==> src/hdl/eora_pkg.sv <==
// eora_pkg: shared constants and types for the encoder outlier-rejecting average
// no dependencies
`default_nettype none

package eora_pkg;

   localparam int SAMPLE_COUNT  = 6;
   localparam int GROWTH_W      = $clog2(SAMPLE_COUNT);
   localparam int KEPT_W        = $clog2(SAMPLE_COUNT + 1);
   localparam int DEF_POS_WIDTH = 24;
   localparam int TRAV_W        = 24;
   localparam int DPI_W         = 15;
   localparam int TARGET_W      = 21;
   localparam int CSR_DATA_W    = 21;
   localparam int CSR_INDEX_W   = 1;
   localparam int QUEUE_DEPTH   = 4;

   typedef enum logic [CSR_INDEX_W-1:0] {
      CSR_DPI    = 1'b0,
      CSR_TARGET = 1'b1
   } eora_csr_type;

   typedef logic [SAMPLE_COUNT-1:0] eora_mask_type;

   typedef struct packed {
      logic full;
      logic empty;
   } eora_qstat_type;

endpackage

`default_nettype wire

==> src/hdl/eora_queue.sv <==
// eora_queue: short register fifo between the classify and divide sections
// depends on eora_pkg
`default_nettype none

module eora_queue #(
   parameter int WIDTH = 8,
   parameter int DEPTH = eora_pkg::QUEUE_DEPTH
) (
   input  logic                     clock,
   input  logic                     reset,
   input  logic                     push,
   input  logic [WIDTH-1:0]         wdata,
   input  logic                     pop,
   output logic [WIDTH-1:0]         rdata,
   output eora_pkg::eora_qstat_type status
);

   import eora_pkg::*;

   localparam int PW = (DEPTH > 1) ? $clog2(DEPTH) : 1;
   localparam int CW = $clog2(DEPTH + 1);

   logic [WIDTH-1:0] mem_ff [DEPTH];
   logic [PW-1:0]    wr_ptr_ff, rd_ptr_ff;
   logic [PW-1:0]    wr_ptr_in, rd_ptr_in;
   logic [CW-1:0]    count_ff, count_in;

   assign wr_ptr_in = (wr_ptr_ff == PW'(DEPTH - 1)) ? '0 : wr_ptr_ff + PW'(1);
   assign rd_ptr_in = (rd_ptr_ff == PW'(DEPTH - 1)) ? '0 : rd_ptr_ff + PW'(1);

   always_comb begin
      count_in = count_ff;
      if (push && !pop) begin
         count_in = count_ff + CW'(1);
      end else if (pop && !push) begin
         count_in = count_ff - CW'(1);
      end
   end

   always_ff @(posedge clock) begin
      if (reset) begin
         wr_ptr_ff <= '0;
         rd_ptr_ff <= '0;
         count_ff  <= '0;
      end else begin
         if (push) begin
            wr_ptr_ff <= wr_ptr_in;
         end
         if (pop) begin
            rd_ptr_ff <= rd_ptr_in;
         end
         count_ff <= count_in;
      end
   end

   always_ff @(posedge clock) begin
      if (push) begin
         mem_ff[wr_ptr_ff] <= wdata;
      end
   end

   assign rdata        = mem_ff[rd_ptr_ff];
   assign status.full  = count_ff == CW'(DEPTH);
   assign status.empty = count_ff == '0;

   a_no_overflow: assert property (@(posedge clock) disable iff (reset)
      push |-> !status.full)
      else $error("push into full queue");

   a_no_underflow: assert property (@(posedge clock) disable iff (reset)
      pop |-> !status.empty)
      else $error("pop from empty queue");

endmodule

`default_nettype wire

==> config.mk <==
export PLATFORM = sky130hd
export DESIGN_NAME = eora_queue
export DESIGN_NICKNAME = d
export VERILOG_FILES = /design/src/hdl/eora_pkg.sv /design/src/hdl/eora_queue.sv
export SDC_FILE = /design/constraint.sdc
export NUM_CORES = 1
export LEC_CHECK = 0
export ABC_AREA = 1
export BUFFER_PORTS_ARGS = -buffer_cell sky130_fd_sc_hd__buf_2
export CAP_MARGIN = 25
export CORE_UTILIZATION = 60
export DETAILED_ROUTE_END_ITERATION = 16
export PLACE_DENSITY = 0.83
export SYNTH_ARGS = -nofsm -noshare
export SYNTH_HDL_FRONTEND = slang
export SYNTH_SLANG_ARGS = --single-unit
==> constraint.sdc <==
create_clock -name clock -period 3 [get_ports clock]
set_clock_uncertainty 0.05 [all_clocks]
set_input_delay 0.3 -clock clock [delete_from_list [all_inputs] [get_ports clock]]
set_output_delay 0.3 -clock clock [all_outputs]
set_load 0.03 [all_outputs]
* After elaboration in Yosys (flattened, before gate mapping)
Memory sizes are Yosys's and may differ from the RTL's. A register that Yosys moved wholly into a read port is not among the register bits. Index checks and enable logic that the tools add are counted.
Word-level totals: register bits 7, latch bits 0, memory bits (writable) 32, bits in read-only memories 0, bits of input ports 12, output and inout port bits 10, word-level logic and storage cells 25, memories kept 1
Cells by class: add/sub/neg operators 4, multiply operators 0, divide/modulo/power cells 0, magnitude comparators 0, equality and inequality tests 3, shift-type cells 0, mux-type cells 8, bitwise gates (word level) 0, reductions and logical operators 6
Memory list:
- mem_ff | depth 4, bits a word 8, read ports 1, clocked after Yosys merged registers in 1, write ports 1, line eora_queue.sv:23 | logic [WIDTH-1:0] mem_ff [DEPTH];
Operators with widths (number):
- two-way mux 2 bit | 4
- two-way mux 3 bit | 2
- adder 2 x 1 -> 2 bit (second input constant) | 2
- equality test 2 bit (second input constant) | 2
- adder 3 x 1 -> 3 bit (second input constant) | 1
- equality test 3 bit (second input constant) | 1
- zero test 3 bit | 1
- subtractor 3 x 1 -> 3 bit (second input constant) | 1
- logical AND 1 bit | 2
- zero test 1 bit | 2
- two-way mux 1 bit | 2
- nonzero test 2 bit | 1

* Depth between registers and ports, before layout
depth after elaboration 4, gate-level depth with buffers 10, mapped depth without buffers 10

* Least setup slack after synthesis
Ideal clock, no wire load.
kind register to output, start register (tool-made name), end output rdata[1], arrival 1133 ps, data required time 2650 ps, path slack 1517 ps, cell stages (with the launch flop) 5, path buffers 1, path through dfxtp_1 inv_2 buf_6 nor2_1 o22ai_1
RTL lines:
- end: declaration | line eora_queue.sv:14 | output logic [WIDTH-1:0] rdata,

==> metrics.md <==
| Metric | Value |
|---|---|
| Outcome | `completed` |
| Worst hold path class | `in2reg` |
| Slew at the pin closest to its max-slew limit | `~0.57 ns` |
| Ports | `22` |
| Worst-skew pair later-pin latency | `approximately 0.35 ns` |
| Routed WL | `roughly 2800 um` |
| Slew margin rel. | `62.16%` |
| Hold Vio Cnt, Final | `0` |
| Die Ht | `54.47 um` |
| Largest net degree at the start of global routing | `18` |
| Switching Power | `roughly 300 uW` |
| Die Wd | `54.47 um` |
| Sequential power share | `59.7%` |
| Antenna violations before repair | `0` |
| Layout cell share with drive strength beyond 1 | `19.75%` |
| Sequential fraction of the synthesis area | `between 60 and 70%` |
| Fin util | `between 70% and 80%` |
| XOR/XNOR Fraction of Synth Area | `less than 1%` |
| Syn avg cell area | `roughly 12 um^2` |
| Largest family of logic cells by synthesized area | `compound AO/OA/AOI/OAI gates` |
| CTS sink cnt | `41` |
| Drt first-iter violations | `18` |
| Clk buf depth | `2` |
| Pwr dens | `609.9 mW/mm^2` |
| CTS HTree Levels | `2` |
| Cell accounting for the most synthesized area | `edfxtp_1` |
| Placeable Area | `~0.0025 mm^2` |
| All-Layer GR Usage | `between 20% and 30%` |
| Post-Syn Area | `0.001652 mm^2` |
| Mux contribution to synthesized area | `0%` |
| R2R Path End | `count_ff[1]$_SDFFE_PP0P_` |
| RSZ-0062 raised after global routing | `false` |
| Period utilization | `a little under three quarters` |
| Hold Crit Endpoint | `wr_ptr_ff[0]$_SDFFE_PP0P_` |
| Clock power share | `roughly 25%` |
| Setup TNS | `0 ns` |
| Post-synth EDFFs | `32` |
| Post-CTS resize count | `0` |
| Post-CTS Hold Buffers | `0` |
| Std-Cell Rows | `18` |
| Synth unique cells | `19` |
| Worst reg-to-reg setup slack | `1.66 ns` |
| Leak pwr | `roughly 0.00074 uW` |
| First drt pass iteration count | `4` |
| Minimum clock period after layout | `~2.2 ns` |
| Total CTS buffers | `5` |
| Die ar. | `between 0.002 and 0.003 mm^2` |
| Nets | `180` |
| Vias in the first global route | `roughly 930` |
| Logic pwr share | `15.3%` |
| Starting Density | `roughly 65%` |
| Maximum Capacitance Violations | `0` |
| CP Capture Type | `output pin` |
| CTS tree | `done` |
| Maximum fanout along the worst path | `17` |
| GPL Wtd Cong | `slightly below 0.8` |
| Gr ovfl total | `0` |
| Via density | `about 5.4` |
| Commonest cells post-synth | `edfxtp_1, nor2_1, inv_1, o21ai_0, dfxtp_1` |
| Internal power | `between 800 and 900 uW` |
| Hold path cells | `2` |
| Post-route ant nets | `0` |
| Yosys reg bits | `~40` |
| Maximum VDD drop | `between 600 and 700 uV` |
| Cell count of the worst reg-to-reg path | `3` |
| Layout area overhead | `10.83%` |
| Crit start category | `flip-flop` |
| Filler instances | `187` |
| DRC | `0` |
| YS warnings | `0` |
| Post-DP HPWL | `between 1500 and 2000 um` |
| Dominant cells by area after synthesis | `edfxtp_1, dfxtp_1, nor2_1` |
| DR WL/cell | `roughly 14 um` |
| Port Buffer Count | `21` |
| Worst endpoint data arrival time | `around 1.8 ns` |
| Sw frac | `27.08%` |
| Post-synth top area share | `between 50% and 60%` |
| Most numerous cell in the Yosys netlist | `edfxtp_1` |
| Vias after detailed routing | `approximately 1000` |
| Critical Path RT | `approximately 2.7 ns` |
| Fmax | `around 460 MHz` |
| Clk pin slew, worst setup/hold paths | `~0.11 ns` |
| FF-to-FF Start | `count_ff[0]$_SDFFE_PP0P_` |
| Root buffer cell | `clkbuf_4` |
| Slew Limit Fails | `0` |
| First-pass GRT wire length | `4181 um` |
| Post-Synth Simple-Gate Area | `approximately a tenth` |
| # Post-CTS Setup Buffers | `0` |
| Synth Area in Adders | `~5.8%` |
| Crit Path Class | `reg2out` |
| FFs w/ async S/R, synth | `0%` |
| Hold_sp | `reset` |
| Syn_nets | `~150` |
| Antenna diodes | `0` |
| Post-synthesis compound-gate area fraction | `~10%` |
| Top_reg_cell synth | `edfxtp_1` |
| Endpoints failing setup | `0` |
| Cells after synthesis | `~140` |
## critical path, cell delays in order, from the launching register on
cell	delay, ns
dfxtp_1	0.70
inv_2	0.27
o21ai_0	0.22
o22ai_1	0.09
buf_2	0.18
## area by class of cell
type	instances	area [um^2]	share of cell area, %
Clock buffer	8	58.81	3.213
Inverter	16	60.06	3.281
Multi-Input combinational cell	76	427.9	23.38
Sequential cell	41	1141	62.34
Tap cell	30	37.54	2.051
Timing Repair Buffer	21	105.1	5.742
## logic make-up (layout without fill, tap and decap cells)
family                   Yosys count  after routing
AND/OR/NAND/NOR                   38             38
adder cells (fa/ha/maj)            7              7
AO/OA/AOI/OAI                     30             30
XOR/XNOR                           1              1
buffers and inverters             18             45
flip-flops                        41             41
## metal layers
| metal | vias to the layer above | global-route usage [%] | routed length, um |
|---|---|---|---|
| met3 | 4 | 8.333 | 133 |
| met4 | 0 | 8.974 | 45 |
| met5 | - | 0 | 0 |
| met2 | 25 | 36.18 | 1413 |
| met1 | 483 | 25.93 | 1170 |
| li1 | 525 | - | - |
## sequential cells by signal, summed over array words and instances (netlist names), named ones only
register / count
count_ff: 3
mem_ff: 32
rd_ptr_ff: 2
wr_ptr_ff: 2
## worst max path at each step
| stage | to | slack [ns] |
|---|---|---|
| finish | rdata[3] | 0.85 |
| global route | rdata[4] | 0.69 |
| CTS | rdata[4] | 0.85 |
| detailed placement | rdata[4] | 1.24 |
| global placement | rdata[4] | 1.33 |
| floorplan | rdata[1] | 1.52 |
## power groups by stage
stage	clock (uW)	sequential [uW]	combinational (uW)
finish	279	666	171
global route	304	671	187
CTS	283	667	172
detailed placement	0	679	172
global placement	0	677	161
floorplan	0	671	125
## layout by cell type, fill, tap and decap left out, drive strengths merged
cell type   n
a21oi       3
buf        21
clkbuf      8
dfxtp       9
edfxtp     32
fa          1
ha          6
inv        16
nand2       8
nand3       1
nand4       1
nor2       24
nor3        4
o21ai      19
o22ai       8
xor2        1
## per-stage QoR
step | power [uW] | instance area, um^2 | std cells | setup WS [ns] | hold slack [ns]
6_report | 1116 | 1831 | 192 | 0.8478 | 0.09792
5_1_grt | 1161 | 1831 | 192 | 0.6881 | 0.09549
4_1_cts | 1122 | 1831 | 192 | 0.8455 | 0.09329
3_5_place_dp | 851.5 | 1772 | 184 | 1.241 | 0.4712
3_3_place_gp | 838.0 | 1772 | 184 | 1.325 | 0.4556
2_1_floorplan | 796.5 | 1652 | 135 | 1.517 | 0.3224
(Power assumes the default switching activity.)
