### config.mk
export PLATFORM = sky130hd
export DESIGN_NAME = eora_back
export DESIGN_NICKNAME = d
export VERILOG_FILES = /design/src/hdl/eora_pkg.sv /design/src/hdl/eora_div.sv /design/src/hdl/eora_back.sv
export SDC_FILE = /design/constraint.sdc
export NUM_CORES = 2
export LEC_CHECK = 0
export ABC_CLOCK_PERIOD_IN_PS = 83100
export BUFFER_PORTS_ARGS = -buffer_cell sky130_fd_sc_hd__buf_2
export CORE_ASPECT_RATIO = 0.5
export CORE_MARGIN = 1
export CORE_UTILIZATION = 45
export CTS_BUF_LIST = sky130_fd_sc_hd__clkbuf_2 sky130_fd_sc_hd__clkbuf_4 sky130_fd_sc_hd__clkbuf_8
export CTS_CLUSTER_DIAMETER = 150
export DETAILED_ROUTE_END_ITERATION = 8
export GPL_ROUTABILITY_DRIVEN = 0
export HOLD_SLACK_MARGIN = 0.02
export PLACE_DENSITY_LB_ADDON = 0.05
export SETUP_SLACK_MARGIN = 0.05
export SLEW_MARGIN = 20
export SYNTH_ARGS = -nofsm -noshare
export SYNTH_HDL_FRONTEND = slang
export SYNTH_SLANG_ARGS = --single-unit
### constraint.sdc
create_clock -name clock -period 83.1 [get_ports clock]
set_input_delay 8.31 -clock clock [delete_from_list [all_inputs] [get_ports clock]]
set_output_delay 8.31 -clock clock [all_outputs]
set_load 0.01 [all_outputs]
### src/hdl/eora_pkg.sv
// eora_pkg: shared constants and types for the encoder outlier-rejecting average
// no dependencies
`default_nettype none

package eora_pkg;

   localparam int SAMPLE_COUNT  = 6;
   localparam int GROWTH_W      = $clog2(SAMPLE_COUNT);
   localparam int KEPT_W        = $clog2(SAMPLE_COUNT + 1);
   localparam int DEF_POS_WIDTH = 24;
   localparam int TRAV_W        = 24;
   localparam int DPI_W         = 15;
   localparam int TARGET_W      = 21;
   localparam int CSR_DATA_W    = 21;
   localparam int CSR_INDEX_W   = 1;
   localparam int QUEUE_DEPTH   = 4;

   typedef enum logic [CSR_INDEX_W-1:0] {
      CSR_DPI    = 1'b0,
      CSR_TARGET = 1'b1
   } eora_csr_type;

   typedef logic [SAMPLE_COUNT-1:0] eora_mask_type;

   typedef struct packed {
      logic full;
      logic empty;
   } eora_qstat_type;

endpackage

`default_nettype wire

### src/hdl/eora_div.sv
// eora_div: pipelined unsigned restoring divider, one quotient bit per stage
// depends on nothing; used by eora_back
`default_nettype none

module eora_div #(
   parameter int NUM_W = 8,
   parameter int DEN_W = 4,
   parameter int TAG_W = 1
) (
   input  logic             clock,
   input  logic             reset,
   input  logic             en,
   input  logic             in_valid,
   input  logic [NUM_W-1:0] in_num,
   input  logic [DEN_W-1:0] in_den,
   input  logic [TAG_W-1:0] in_tag,
   output logic             out_valid,
   output logic [NUM_W-1:0] out_quot,
   output logic [TAG_W-1:0] out_tag
);

   logic [NUM_W-1:0] vld_ff;
   logic [NUM_W-1:0] acc_ff [NUM_W];
   logic [DEN_W-1:0] rem_ff [NUM_W];
   logic [DEN_W-1:0] den_ff [NUM_W];
   logic [TAG_W-1:0] tag_ff [NUM_W];

   logic [NUM_W-1:0] acc_src [NUM_W];
   logic [DEN_W-1:0] rem_src [NUM_W];
   logic [DEN_W-1:0] den_src [NUM_W];
   logic [TAG_W-1:0] tag_src [NUM_W];
   logic [DEN_W:0]   trial   [NUM_W];
   logic             take    [NUM_W];
   logic [NUM_W-1:0] acc_in  [NUM_W];
   logic [DEN_W-1:0] rem_in  [NUM_W];

   for (genvar g = 0; g < NUM_W; g++) begin : g_stage
      if (g == 0) begin : g_first
         assign acc_src[g] = in_num;
         assign rem_src[g] = '0;
         assign den_src[g] = in_den;
         assign tag_src[g] = in_tag;
      end else begin : g_next
         assign acc_src[g] = acc_ff[g-1];
         assign rem_src[g] = rem_ff[g-1];
         assign den_src[g] = den_ff[g-1];
         assign tag_src[g] = tag_ff[g-1];
      end

      assign trial[g]  = {rem_src[g], acc_src[g][NUM_W-1]};
      assign take[g]   = trial[g] >= {1'b0, den_src[g]};
      assign rem_in[g] = take[g] ? DEN_W'(trial[g] - {1'b0, den_src[g]})
                                 : trial[g][DEN_W-1:0];
      assign acc_in[g] = {acc_src[g][NUM_W-2:0], take[g]};
   end

   always_ff @(posedge clock) begin
      if (reset) begin
         vld_ff <= '0;
      end else if (en) begin
         vld_ff <= {vld_ff[NUM_W-2:0], in_valid};
      end
   end

   always_ff @(posedge clock) begin
      if (en) begin
         for (int s = 0; s < NUM_W; s++) begin
            acc_ff[s] <= acc_in[s];
            rem_ff[s] <= rem_in[s];
            den_ff[s] <= den_src[s];
            tag_ff[s] <= tag_src[s];
         end
      end
   end

   assign out_valid = vld_ff[NUM_W-1];
   assign out_quot  = acc_ff[NUM_W-1];
   assign out_tag   = tag_ff[NUM_W-1];

endmodule

`default_nettype wire

### src/hdl/eora_back.sv
// eora_back: mean of kept samples, scale by degrees per inch, saturate and compare
// depends on eora_pkg and eora_div; drains eora_queue
`default_nettype none

module eora_back #(
   parameter int POS_WIDTH = eora_pkg::DEF_POS_WIDTH
) (
   input  logic                           clock,
   input  logic                           reset,
   input  eora_pkg::eora_qstat_type       qstat,
   output logic                           pop,
   input  logic signed [POS_WIDTH+eora_pkg::GROWTH_W-1:0] kept_sum,
   input  logic [eora_pkg::KEPT_W-1:0]    kept,
   input  eora_pkg::eora_mask_type        mask,
   input  logic [eora_pkg::DPI_W-1:0]     dpi,
   input  logic signed [eora_pkg::TARGET_W-1:0] target,
   output logic                           rsp_valid,
   input  logic                           rsp_ready,
   output logic signed [eora_pkg::TRAV_W-1:0] rsp_travelled,
   output logic                           rsp_reached,
   output eora_pkg::eora_mask_type        rsp_outlier_mask,
   output logic [eora_pkg::KEPT_W-1:0]    rsp_kept_count
);

   import eora_pkg::*;

   localparam int SW   = POS_WIDTH + GROWTH_W;
   localparam int TAGW = 1 + SAMPLE_COUNT + KEPT_W;
   localparam int TVW  = (POS_WIDTH + 1 > TRAV_W) ? POS_WIDTH + 1 : TRAV_W;
   localparam logic signed [TVW-1:0] SAT_MAX = TVW'((2 ** (TRAV_W - 1)) - 1);
   localparam logic signed [TVW-1:0] SAT_MIN = TVW'(-(2 ** (TRAV_W - 1)));

   logic                      en;
   logic                      vld0_ff;
   logic                      neg0_ff;
   logic [SW-1:0]             mag0_ff;
   logic [KEPT_W-1:0]         kept0_ff;
   eora_mask_type             mask0_ff;
   logic [SW-1:0]             mag0_in;

   logic                      v1, v2;
   logic [SW-1:0]             q1;
   logic [POS_WIDTH-1:0]      q2;
   logic [TAGW-1:0]           tag1, tag2;
   logic [DPI_W-1:0]          dpi_eff;

   logic signed [POS_WIDTH:0] q2_s;
   logic signed [POS_WIDTH:0] trav;
   logic signed [TVW-1:0]     trav_x;
   logic signed [TVW-1:0]     sat;
   logic signed [TRAV_W-1:0]  tgt_x;
   logic signed [TRAV_W-1:0]  travelled_in;

   logic                      rsp_valid_ff;
   logic signed [TRAV_W-1:0]  travelled_ff;
   logic                      reached_ff;
   eora_mask_type             mask_ff;
   logic [KEPT_W-1:0]         kept_ff;

   // whole section advances unless a response is stalled
   assign en  = !rsp_valid_ff || rsp_ready;
   assign pop = en && !qstat.empty;

   assign mag0_in = kept_sum[SW-1] ? SW'(-kept_sum) : SW'(kept_sum);
   assign dpi_eff = (dpi == '0) ? DPI_W'(1) : dpi;

   always_ff @(posedge clock) begin
      if (reset) begin
         vld0_ff <= 1'b0;
      end else if (en) begin
         vld0_ff <= pop;
      end
   end

   always_ff @(posedge clock) begin
      if (en) begin
         neg0_ff  <= kept_sum[SW-1];
         mag0_ff  <= mag0_in;
         kept0_ff <= kept;
         mask0_ff <= mask;
      end
   end

   eora_div #(
      .NUM_W (SW),
      .DEN_W (KEPT_W),
      .TAG_W (TAGW)
   ) u_mean_div (
      .clock     (clock),
      .reset     (reset),
      .en        (en),
      .in_valid  (vld0_ff),
      .in_num    (mag0_ff),
      .in_den    (kept0_ff),
      .in_tag    ({neg0_ff, mask0_ff, kept0_ff}),
      .out_valid (v1),
      .out_quot  (q1),
      .out_tag   (tag1)
   );

   eora_div #(
      .NUM_W (POS_WIDTH),
      .DEN_W (DPI_W),
      .TAG_W (TAGW)
   ) u_scale_div (
      .clock     (clock),
      .reset     (reset),
      .en        (en),
      .in_valid  (v1),
      .in_num    (q1[POS_WIDTH-1:0]),
      .in_den    (dpi_eff),
      .in_tag    (tag1),
      .out_valid (v2),
      .out_quot  (q2),
      .out_tag   (tag2)
   );

   // sign goes back on after both magnitude divisions, so both truncate toward zero
   assign q2_s   = {1'b0, q2};
   assign trav   = tag2[TAGW-1] ? -q2_s : q2_s;
   assign trav_x = TVW'(trav);

   always_comb begin
      if (trav_x > SAT_MAX) begin
         sat = SAT_MAX;
      end else if (trav_x < SAT_MIN) begin
         sat = SAT_MIN;
      end else begin
         sat = trav_x;
      end
   end

   assign travelled_in = sat[TRAV_W-1:0];
   assign tgt_x        = TRAV_W'(target);

   always_ff @(posedge clock) begin
      if (reset) begin
         rsp_valid_ff <= 1'b0;
      end else if (en) begin
         rsp_valid_ff <= v2;
      end
   end

   always_ff @(posedge clock) begin
      if (en) begin
         travelled_ff <= travelled_in;
         reached_ff   <= travelled_in >= tgt_x;
         mask_ff      <= tag2[KEPT_W +: SAMPLE_COUNT];
         kept_ff      <= tag2[KEPT_W-1:0];
      end
   end

   assign rsp_valid        = rsp_valid_ff;
   assign rsp_travelled    = travelled_ff;
   assign rsp_reached      = reached_ff;
   assign rsp_outlier_mask = mask_ff;
   assign rsp_kept_count   = kept_ff;

endmodule

`default_nettype wire
; After elaboration in Yosys (flattened, before gate mapping)
; Memory sizes are Yosys's and may differ from the RTL's.
; Cells that the tools add are included.
[totals]
ff_bits = 124
ram_bits = 2697
out_inout_bits = 36
word_cells = 191
n_memories = 8
[classes]
add_sub_neg = 53
magnitude_cmp = 54
mux = 58
reduce_logical = 5
[memory_table]
columns = name, depth, word_bits, rd, rd_clocked_by_memory_dff, wr, line
row1 = u_mean_div.acc_ff, 27, 27, 27, 0, 27, eora_div.sv:23  ; logic [NUM_W-1:0] acc_ff [NUM_W];
row2 = u_scale_div.acc_ff, 24, 24, 24, 0, 24, eora_div.sv:23
row3 = u_scale_div.den_ff, 24, 15, 23, 0, 24, eora_div.sv:25  ; logic [DEN_W-1:0] den_ff [NUM_W];
row4 = u_scale_div.rem_ff, 24, 15, 23, 0, 24, eora_div.sv:24  ; logic [DEN_W-1:0] rem_ff [NUM_W];
row5 = u_mean_div.tag_ff, 27, 10, 27, 0, 27, eora_div.sv:26  ; logic [TAG_W-1:0] tag_ff [NUM_W];
row6 = u_scale_div.tag_ff, 24, 10, 24, 0, 24, eora_div.sv:26
row7 = 2 more memories, -, -, -, -, -, -
[op_table]
columns = op, n
row1 = $mux W15, 25
row2 = $ge A16 B15 Y1, 23
row3 = $sub A15 B15 Y15, 23
row4 = $ge A4 B3 Y1, 26
row5 = $mux W3, 27
row6 = $sub A3 B3 Y3, 26
row7 = $mux W24, 2
row8 = $neg A27 Y27, 1
row9 = $mux W26, 1
row10 = $gt A25 B24 Y1 const B, 1
row11 = $lt A25 B24 Y1 const B, 1
row12 = $mux W25, 1
row13 = $neg A24 Y25, 1
row14 = $ge A24 B21 Y1, 1
row15 = $ge A1 B15 Y1, 1
row16 = $logic_not A15 Y1, 1
row17 = $sub A1 B15 Y15, 1
row18 = $ge A1 B3 Y1, 1
row19 = $sub A1 B3 Y3, 1
row20 = $logic_not A1 Y1, 2
row21 = $mux W1, 2
row22 = $logic_and A1 B1 Y1, 1
row23 = $logic_or A1 B1 Y1, 1

; Depth between registers and ports, before layout
; An unclocked memory read counts as a cell.
[logic_depth]
word_depth = 7
ltp_mapped = 15
mapped_depth_nobuf = 14

; Modules after synthesis
; From an unflattened synthesis, not the netlist that was laid out.
[unflattened]
hier_cells = 6602
area_unflattened_um2 = 110330.8
[modules_own_cells]
columns = mod, n_inst, cells_each, area_each_um2
row1 = eora_div at u_scale_div, 1, 4593, 66581.4
row2 = eora_div at u_mean_div, 1, 1649, 39643.0
row3 = eora_back, 1, 360, 4106.4

; Least setup slack after synthesis
; No wires, ideal clock.
[synth_path]
path_kind = input-to-reg
start = in rsp_ready
end = reg kept0_ff[0], enable pin
t_arrival_ns = 78.041
required_time_ns = 79.151
slack_ns = 1.110
stages = 4
n_path_buf = 2
path_cell_list = nor2b_1 clkbuf_1 clkinv_1 clkbuf_1
[synth_via]
elab_chain_len = 1
[synth_lines]
columns = item, line
row1 = start: declaration, eora_back.sv:18  ; input logic rsp_ready,
row2 = $logic_or A1 B1 Y1, eora_back.sv:61  ; assign en = !rsp_valid_ff || rsp_ready;
row3 = end signal: assignment, eora_back.sv:79  ; kept0_ff <= kept;
row4 = end: declaration, eora_back.sv:37  ; logic [KEPT_W-1:0] kept0_ff;
; Every way passes these cells.
; A chain may end at the register's enable or synchronous reset.

; Final worst setup path
[layout_path]
start = in rsp_ready
end = out pop
[layout_via]
elab_chain_len = 2
[layout_lines]
columns = item, line
row1 = $logic_or A1 B1 Y1, eora_back.sv:61
row2 = $logic_and A1 B1 Y1, eora_back.sv:62  ; assign pop = en && !qstat.empty;
row3 = end: declaration, eora_back.sv:11  ; output logic pop,
; Every way passes these cells.

==> results.toml <==
[clock_network]
numCtsBuffers = 375
clockBufferDepth = 4
post_cts_buffers = 0
path_clk_slew_ns = 0.06
cts_tree = "yes"
post_cts_resized = 0
cts.sinks = 2629
htree_num_levels = 5
cts_hold_buffers = 0
worstSkewPairLatency_ns = 1.00
root_buffer = "clkbuf_8"

[placement]
hpwl_microns = 106000
preCtsSetupSlack_ns = 65.11
io_buffers = 111

[timing]
fin_crit_ns = 17.40
finalWorstSetupSlack_ns = 65.70
max_freq_mhz = 57.5
post-route-period-util_pct = 20.9
max-slew-margin-rel_pct = 26.9
skew_ns = 0.0788
final-max-slew-violation-count = 0
tightest_slew_ns = 1.10
fin_setup_tns_ns = 0
hold_viol_final = 0
rsz0062_at_grt = "false"
setup_viol = 0

[logic_synthesis]
netlist_area_sq_um = 107000
avgSynthCellArea_sq_um = 16.0
seq_area_frac_synth_pct = 73.4
synthCells = 6680
async_flop_share_pct = 0
syn_nets = 7257
synth-edff-count = 2576
yosys_warnings = 0
yosys_most_used_dff = "edfxtp_1"
synth_cell_types = 68
synth_seq_cells = 2629

[critical_path]
endpoint_kind = "primary output"
cp.arrival_ns = 9.09
rr_startpoint = "rsp_valid$_SDFFE_PP0N_"
rrSetupSlack_ns = 74.89
cp_data_required_time_ns = 74.79
setup.worst_path.start_class = "input port"
r2r_cells = 10
path_class = "input port to primary output"
cp-endpoint = "pop"
rr_endpoint = "u_mean_div.acc_ff[0][44]$_DFFE_PN_"
crit_fanout = 20
cp-startpoint = "rsp_ready"

[routing]
post_drt_wl_per_cell_microns = 16.0
vias = 53325
top_layer = "met4"
dr_wl_met2_microns = 80000
avgViaCountPerCell = 5.09
dr_wl_met3_microns = 7480
drt_iter0_drc = 3506
first_pass_iters = 8
routed_wl_microns = 167000
antenna_left = 0
drt-met1-wl_microns = 73800
drc = 0

[die]
dieArea_sq_um = 239000
dieWidth_microns = 691
core_area_sq_um = 236000
pin_count = 113
std_cell_rows = 126
initial_core_util_pct = 45.3
die_h_microns = 346

[grt]
grt_max_degree = 204
grt_pass1_wl_microns = 272000
grt_antenna_before_repair = 1
grt_util_all_layers_pct = 13.5
globalRoute.totalOverflow = 0
grt_pass1_vias = 55173

[cells_and_area]
fillCellCount = 19312
drive_above_1_share_pct = 14.1
post-route-util_pct = 50.0
layout.nets = 7642
layout_commonest_cell = "edfxtp_1"
layout_common_cells = "2576 x edfxtp_1, 633 x inv_1, 453 x ha_1"
area_growth_pct = 10.5

[pwr]
p_leak_uw = 0.0456
ir_drop_uv = 13.7
p_per_area_nw_per_um2 = 32.1

[status]
status = "finished, final reports clean"

[flow_run]
max_cap_violations = 0

[min_path]
hold_path_depth = 0
holdCritPathClass = "register to register"
worst max-delay path, stage by stage:
cell     delay [ns]
buf_2          0.11
nor2b_4        0.38
nor2_1         0.12
buf_2          0.16
Yosys cell counts (all sizes together) (67+ instances only):
cell type | count | share of area (%)
edfxtp | 2576 | 72
inv | 633 | 2.2
ha | 453 | 5.3
nor2 | 362 | 1.3
a21oi | 274 | 1.3
nand2 | 254 | 0.89
mux2 | 243 | 2.6
o21ai | 173 | 0.81
xnor2 | 121 | 0.99
o21a | 111 | 0.78
xor2 | 106 | 0.87
nor3 | 92 | 0.43
mux2i | 89 | 0.83
clkbuf | 80 | 0.28
nand3 | 74 | 0.35
nor2b | 68 | 0.40
a31oi | 67 | 0.39
state kept, by name, indices dropped and copies added, names as in the netlist:
signal,count
u_mean_div.acc_ff,651
mask0_ff,6
u_mean_div.tag_ff,191
rsp_travelled,24
u_scale_div.den_ff,345
rsp_reached,1
neg0_ff,1
u_scale_div.rem_ff,345
u_scale_div.tag_ff,240
kept0_ff,3
vld0_ff,1
rsp_outlier_mask,6
u_scale_div.acc_ff,576
u_scale_div.vld_ff,24
u_mean_div.den_ff,79
mag0_ff,27
u_mean_div.rem_ff,78
u_mean_div.vld_ff,27
rsp_kept_count,3
rsp_valid,1
stage by stage:
step	instances	hold WS [ns]	cell area (sq um)	power, uW
CTS	10468	0.367	118000	3840
global route	10471	0.350	118000	4020
detailed placement	9822	0.405	111000	2820
finish	10471	0.376	118000	3790
global placement	9822	0.401	111000	2770
floorplan	6680	0.400	107000	2610
area by class of cell:
class                   instances  area [sq um]  area share [%]
flip-flops and latches       2629         78400            66.4
multi-input cells            3285         25300            21.4
clock buffers                 501          6160            5.22
well taps                    3136          3920            3.32
inverters                     634          2390            2.02
clock inverters               145           975           0.826
repair buffers                140           863           0.731
diodes                          1          2.50         0.00212
how the worst min path moves through the flow:
stage                                          from                                   to  slack [ns]
2_1_floorplan  u_scale_div.tag_ff[11][10]$_DFFE_PN_          rsp_kept_count[0]$_DFFE_PN_        0.40
3_3_place_gp   u_scale_div.tag_ff[10][19]$_DFFE_PN_  u_scale_div.tag_ff[11][9]$_DFFE_PN_        0.40
3_5_place_dp   u_scale_div.tag_ff[11][17]$_DFFE_PN_        rsp_outlier_mask[4]$_DFFE_PN_        0.40
4_1_cts          u_scale_div.tag_ff[9][7]$_DFFE_PN_  u_scale_div.tag_ff[9][17]$_DFFE_PN_        0.37
5_1_grt          u_scale_div.tag_ff[9][7]$_DFFE_PN_  u_scale_div.tag_ff[9][17]$_DFFE_PN_        0.35
6_report        u_scale_div.acc_ff[8][19]$_DFFE_PN_  u_scale_div.acc_ff[8][44]$_DFFE_PN_        0.38
metal layers:
layer,vias to the layer above,global-route usage (%)
li1,26000,-
met2,1096,22.8
met5,-,0
met4,0,6.23
met1,25770,16.8
met3,459,3.03
cell families (layout without fill, tap and decap cells):
logic type,after synthesis,in the layout,share of synthesized area (%)
DFF,2629,2629,73.4
and+or+nand+nor,1153,1153,5.33
muxes,332,332,3.42
other,0,1,0
buffers and inverters,766,1420,2.89
xor gates and xnor gates,227,227,1.86
adders and majority gates,500,500,6.19
AOI/OAI and AO/OA,1073,1073,6.89
where the power goes:
group          internal [uW]  switching [uW]  leakage (uW)
Clock                    510             476       0.00377
Combinational            386             455        0.0146
Sequential              1860             109        0.0273
(Power assumes the default switching activity.)
